## src/hw/rtl/chi_pkg.sv

```systemverilog
// Package: shared constants, types and helper structs for the channel hit aggregator.
`default_nettype none
package chi_pkg;

  // Storage sizes
  localparam int MAX_CHANNELS    = 2048;
  localparam int KEY_SPACE       = 16384;
  localparam int KEY_CARD_STRIDE = 100;

  // Fixed field widths
  localparam int OP_W      = 2;
  localparam int CARD_W    = 8;
  localparam int CHAN_W    = 7;
  localparam int VAL_W     = 32;
  localparam int SLOT_IN_W = 11;
  localparam int COUNT_W   = 12;
  localparam int COUNT_MAX = 4095;

  // Derived widths
  localparam int SLOT_W     = $clog2(MAX_CHANNELS);
  localparam int KEY_W      = $clog2(KEY_SPACE);
  localparam int KEY_CALC_W = (KEY_W > 15) ? KEY_W : 15;
  localparam int MAP_W      = SLOT_W + 1;
  localparam int CNT_W      = $clog2(MAX_CHANNELS + 1);
  localparam int CLR_N      = (KEY_SPACE > MAX_CHANNELS) ? KEY_SPACE : MAX_CHANNELS;
  localparam int CLR_W      = $clog2(CLR_N);

  typedef enum logic [OP_W-1:0] {
    OP_LOAD = 2'd0,
    OP_HIT  = 2'd1,
    OP_READ = 2'd2
  } op_e;

  typedef enum logic [2:0] {
    ST_CLEAR,
    ST_IDLE,
    ST_ISSUE,
    ST_LOOK,
    ST_MODIFY
  } state_e;

  typedef struct packed {
    logic [OP_W-1:0]      op;
    logic [CARD_W-1:0]    card_id;
    logic [CHAN_W-1:0]    channel_id;
    logic signed [VAL_W-1:0] hit_val;
    logic [SLOT_IN_W-1:0] slot_index;
    logic                 map_valid;
  } item_t;

  typedef struct packed {
    logic                    was_filled;
    logic signed [VAL_W-1:0] stored_value;
    logic [COUNT_W-1:0]      filled_count;
  } result_t;

  // Controller to datapath
  typedef struct packed {
    logic clr_step;
    logic capture;
    logic map_wr;
    logic map_rd;
    logic slot_rd_item;
    logic slot_rd_map;
    logic hit_wr;
    logic read_done;
  } cmd_t;

  // Datapath to controller
  typedef struct packed {
    logic            clr_last;
    logic [OP_W-1:0] op;
    logic            key_ok;
    logic            map_hit;
    logic            out_free;
  } status_t;

endpackage
`default_nettype wire

```

## src/hw/rtl/chi_ctrl.sv

```systemverilog
// Controller: state machine sequencing clear pass, map access and slot update.
`default_nettype none
module chi_ctrl (
  input  wire logic             clk_i,
  input  wire logic             rst_ni,
  input  wire logic             in_valid_i,
  output logic                  in_ready_o,
  input  wire chi_pkg::status_t sts_i,
  output chi_pkg::cmd_t         cmd_o
);

  chi_pkg::state_e state_q, state_d;

  always_ff @(posedge clk_i or negedge rst_ni) begin
    if (!rst_ni) begin
      state_q <= chi_pkg::ST_CLEAR;
    end else begin
      state_q <= state_d;
    end
  end

  always_comb begin
    state_d    = state_q;
    cmd_o      = '0;
    in_ready_o = 1'b0;
    case (state_q)
      chi_pkg::ST_CLEAR: begin
        cmd_o.clr_step = 1'b1;
        if (sts_i.clr_last) begin
          state_d = chi_pkg::ST_IDLE;
        end
      end
      chi_pkg::ST_IDLE: begin
        in_ready_o = 1'b1;
        if (in_valid_i) begin
          cmd_o.capture = 1'b1;
          state_d       = chi_pkg::ST_ISSUE;
        end
      end
      chi_pkg::ST_ISSUE: begin
        state_d = chi_pkg::ST_IDLE;
        case (sts_i.op)
          chi_pkg::OP_LOAD: begin
            cmd_o.map_wr = 1'b1;
          end
          chi_pkg::OP_HIT: begin
            if (sts_i.key_ok) begin
              cmd_o.map_rd = 1'b1;
              state_d      = chi_pkg::ST_LOOK;
            end
          end
          chi_pkg::OP_READ: begin
            cmd_o.slot_rd_item = 1'b1;
            state_d            = chi_pkg::ST_MODIFY;
          end
          default: begin
            state_d = chi_pkg::ST_IDLE;
          end
        endcase
      end
      chi_pkg::ST_LOOK: begin
        if (sts_i.map_hit) begin
          cmd_o.slot_rd_map = 1'b1;
          state_d           = chi_pkg::ST_MODIFY;
        end else begin
          state_d = chi_pkg::ST_IDLE;
        end
      end
      chi_pkg::ST_MODIFY: begin
        if (sts_i.op == chi_pkg::OP_HIT) begin
          cmd_o.hit_wr = 1'b1;
          state_d      = chi_pkg::ST_IDLE;
        end else if (sts_i.out_free) begin
          cmd_o.read_done = 1'b1;
          state_d         = chi_pkg::ST_IDLE;
        end
      end
      default: begin
        state_d = chi_pkg::ST_IDLE;
      end
    endcase
  end

endmodule
`default_nettype wire

```

## config.mk

```make
export PLATFORM = sky130hd
export DESIGN_NAME = chi_ctrl
export DESIGN_NICKNAME = d
export VERILOG_FILES = /design/src/hw/rtl/chi_pkg.sv /design/src/hw/rtl/chi_ctrl.sv
export SDC_FILE = /design/constraint.sdc
export NUM_CORES = 1
export LEC_CHECK = 0
export ABC_CLOCK_PERIOD_IN_PS = 1450
export BUFFER_PORTS_ARGS = -buffer_cell sky130_fd_sc_hd__buf_2
export CAP_MARGIN = 20
export CELL_PAD_IN_SITES_DETAIL_PLACEMENT = 1
export CELL_PAD_IN_SITES_GLOBAL_PLACEMENT = 1
export CORE_AREA = 4 4 41 43
export CTS_CLUSTER_DIAMETER = 120
export DETAILED_ROUTE_END_ITERATION = 8
export DIE_AREA = 0 0 45 47
export MAX_ROUTING_LAYER = met4
export PLACE_DENSITY = 0.72
export SLEW_MARGIN = 10
export SYNTH_ARGS = -nofsm -noshare
export SYNTH_HDL_FRONTEND = slang
export SYNTH_SLANG_ARGS = --single-unit
```

## constraint.sdc

```tcl
create_clock -name clk_i -period 1.45 [get_ports clk_i]
set_clock_uncertainty 0.05 [all_clocks]
set_input_delay 0.2175 -clock clk_i [delete_from_list [all_inputs] [get_ports clk_i]]
set_output_delay 0.2175 -clock clk_i [all_outputs]
set_load 0.005 [all_outputs]
```

* Yosys cells after proc, flatten, opt, wreduce, memory -nomap -nowiden
Cells that the tools add are included.
Storage, ports and cells: flip-flop bits (word level) 3, input bits 9, output and inout bits 9, logic and storage cells 36
Operators by class: eq/ne operators 9, muxes and demuxes 23, reduce and logical (&&, ||, !) cells 3
Operator list (number):
- 2-to-1 mux 3 bit | 6
- one-hot mux 3 bit (5 select lines) | 1
- 2-to-1 mux 1 bit | 13
- == test 3 x 2 -> 1 bit, second input constant | 2
- one-hot mux 3 bit (2 select lines) | 1
- 2-to-1 mux 2 bit | 2
- != test 2 bit, second input constant | 2
- == test 3 x 1 -> 1 bit, second input constant | 1
- == test 3 bit, second input constant | 1
- logical NOT 3 bit | 1
- != test 3 bit, second input constant | 1
- AND reduction 3 bit | 1
- == test 2 x 1 -> 1 bit, second input constant | 1
- == test 2 bit, second input constant | 1
- logical NOT 2 bit | 1

* Longest topological paths before layout
depth after elaboration 3, mapped depth 5, mapped depth without buffers 4

* Worst setup path before layout
OpenSTA, ideal clock, no wires.
kind reg2out, start reg state_q[0], end out cmd_o[6] (netlist name), arrival 0.940 ns, data required time 1.183 ns, slack 0.242 ns, cell stages (with the launch flop) 4, buffers on the path 1, cells stage by stage dfrtp_1 buf_2 nor3b_1 and2_1
RTL lines:
- start, declared | RTL line chi_ctrl.sv:12 | chi_pkg::state_e state_q, state_d;
- start signal, assigned | RTL line chi_ctrl.sv:16 | state_q <= chi_pkg::ST_CLEAR;
- start signal, assigned | RTL line chi_ctrl.sv:18 | state_q <= state_d;
- end, declared | RTL line chi_ctrl.sv:9 | output chi_pkg::cmd_t cmd_o

==> metrics <==
first drt pass iteration count 4; total gr overflow 0; starting DRC count in detailed routing 2; synthesized area 255 um2; dpl cell area 369 um2; crit end category output pin; most flop-heavy register state_q; Total Routing Usage GR 0.107; required time worst endpoint 1.18 ns; VDD IR-drop max 0.507 mV; EDFF count, synth 0; routed wl met2 456 um; share of post-route cells with drive strength above 1 0.603; Hold EP state_q[2]; later-pin clock latency in the skew report 0.24 ns; FILL cells 185; Post-synth ARST share 1.00; cells after synthesis 35; routed vias/inst 4.69; final hold slack 0.151 ns; hold_sp sts_i[0]; routed len/inst 12.8 um; cell family with most CP delay flip-flops; yosys warns 0; Met3 Wirelength 61 um; clock root cell clkbuf_4; Max Fclk 668 MHz; top cells by area, synth dfrtp_1 (29%), nor2_1 (8.8%), nor4_1 (7.4%); CTS H-tree lvls 1; area of the multi-input gates 200 um2; CTS clk-pin slew, worst paths 0.04 ns; dpl cells 68; final worst setup slack -0.0463 ns; failing checks negative setup slack; Crit Path Category reg2out; Worst R2R Path Depth 5; first-pass GRT wire length 1.54 mm; CTS tree yes; die height 47 um; Crit-path slowest cell dfrtp_2; maxcap violations 0; Slew HR 0.833; syn_area_per_cell 7.29 um2; Final Setup Violations 4; finished layout cell area 483 um2; vias in the first global route 392; sequential cell area fraction in the yosys report 0.294; Synth top area share 0.294; GPL Wtd Cong 0.690; core box area 1300 um2; Hold Path Cell Cnt 2; most common cell in the netlist nor2_1; synth unique cells 22; CP Buf/Inv Count 1; vias 366; R2R Setup Slk 0.20 ns; final hold violations 0; largest net degree at the start of global routing 9; clock sink count 3; final period utilization 1.03; post-route minimum period 1.50 ns; TritonCTS buffer count 3; Pwr Density 1660 nW/um2; Row Count 13; Leakage 0.234 nW; Final Slew Violations 0; RR Startpoint state_q[0]; I/O Buffers 17; drc violations 0; starting density of the core 0.196; Arrival @ worst endpoint 1.23 ns; Largest regs state_q (3); Non-Filler Instances 78; Bufs on Longest Clock Path 2; P&R area growth vs syn 89.2%; Synth Register Bits 3; RSZ-0062 raised after global routing yes; DRT met1 WL 457 um; max reg flops 3; drt total wl 1.00 mm; hold crit path type in2reg; status complete, but fails checks; Synth Flop Type dfrtp_1; Layout Nets 73; antenna violations before repair 0; Worst R2R End state_q[0]; commonest cells in the netlist nor2_1 (6), dfrtp_1 (3), nand2_1 (3), nor4_1 (3); Worst Max-Slew Pin Slew 0.249 ns; critical path, cell by cell nor3b_4 -> and3_1 -> buf_2; Power Total 0.803 mW; Antenna Violating Nets Remaining 0; diode count 0; Die Area 2120 um2; CP Launch Type flop; cell taking the most area after synthesis dfrtp_1; Crit Path Max Fanout 8; slowest stage delay, CP 0.48 ns; DR top layer met4; Reg area 78.8 um2; Chip Width 45 um; # IOs 18; Post-DP HPWL 706 um; post-synth net total 44
[cell type report]
| type | instances | area share |
|---|---|---|
| tap | 15 | 0.0389 |
| sequential | 3 | 0.163 |
| timing repair buffer | 25 | 0.313 |
| inverter | 2 | 0.0155 |
| multi-input combinational | 29 | 0.415 |
| clock buffer | 4 | 0.0544 |
[metrics by stage]
stage / TNS, ns / setup WS (ns) / utilization
2_1_floorplan: 0 / 0.242 / -
3_5_place_dp: 0 / 0.116 / 0.284
4_1_cts: -0.221 / -0.0646 / 0.354
3_3_place_gp: 0 / 0.142 / 0.284
6_report: -0.102 / -0.0463 / 0.371
5_1_grt: -0.555 / -0.110 / 0.371
[how the worst max path moves through the flow]
| stage | start | endpoint | slack (ns) | depth (start not counted) |
|---|---|---|---|---|
| final | state_q[0] | cmd_o[0] | -0.05 | 3 |
| after global routing | state_q[2] | cmd_o[4] | -0.11 | 3 |
| after CTS | state_q[0] | cmd_o[0] | -0.06 | 3 |
| after detailed placement | state_q[1] | cmd_o[4] | 0.12 | 3 |
| after global placement | state_q[1] | cmd_o[4] | 0.14 | 3 |
| after floorplan | state_q[0] | cmd_o[6] | 0.24 | 3 |
[repair_timing]
item                                    4_1_cts  5_1_grt
buffers inserted                              4        1
endpoints found under the hold margin         3        0
hold buffers                                  1        0
endpoints found under the setup margin        8        8
gates resized for setup                       7        4
pin swaps                                     2        3
[cell families (layout without fill, tap and decap cells)]
logic type | Yosys count | count (layout) | share of synthesized area
DFF | 3 | 3 | 0.294
AOI/OAI and AO/OA | 7 | 7 | 0.186
buffers and inverters | 3 | 31 | 0.0490
and+or+nand+nor | 22 | 22 | 0.471
[cells in the final DEF, fill, tap and decap left out]
cell type	Yosys	layout
a211oi_2	1	1
nand2_1	3	3
nand2b_1	2	1
clkbuf_4	0	3
nor2_2	0	1
and2_1	2	2
buf_4	0	6
o21ai_1	1	1
nor3b_2	1	1
nor4_1	3	2
nand2b_4	0	1
inv_1	1	1
o22ai_1	1	1
dfrtp_2	0	3
a31oi_1	1	1
clkbuf_1	0	1
buf_2	1	17
nor3b_4	0	1
buf_6	0	1
dlygate4sd3_1	0	1
o21bai_1	1	1
inv_2	1	1
nand3_1	1	1
nor3_2	0	1
o21ai_0	1	1
and3_1	1	1
a21oi_1	1	1
nor2_1	6	5
nor4_2	0	1
nor2b_1	1	1
[routing by layer]
metal,vias to the layer above,global-route usage
met4,0,0.105
met1,165,0.109
met2,17,0.175
li1,182,-
met5,-,-
met3,2,0.0115
[power breakdown]
part           switching (mW)  internal [mW]  total (mW)
Combinational           0.185          0.250       0.436
Clock                  0.0521          0.104       0.156
Sequential             0.0877          0.123       0.211
Total                   0.325          0.477       0.803
No activity file was read; power rests on OpenSTA's default activity.
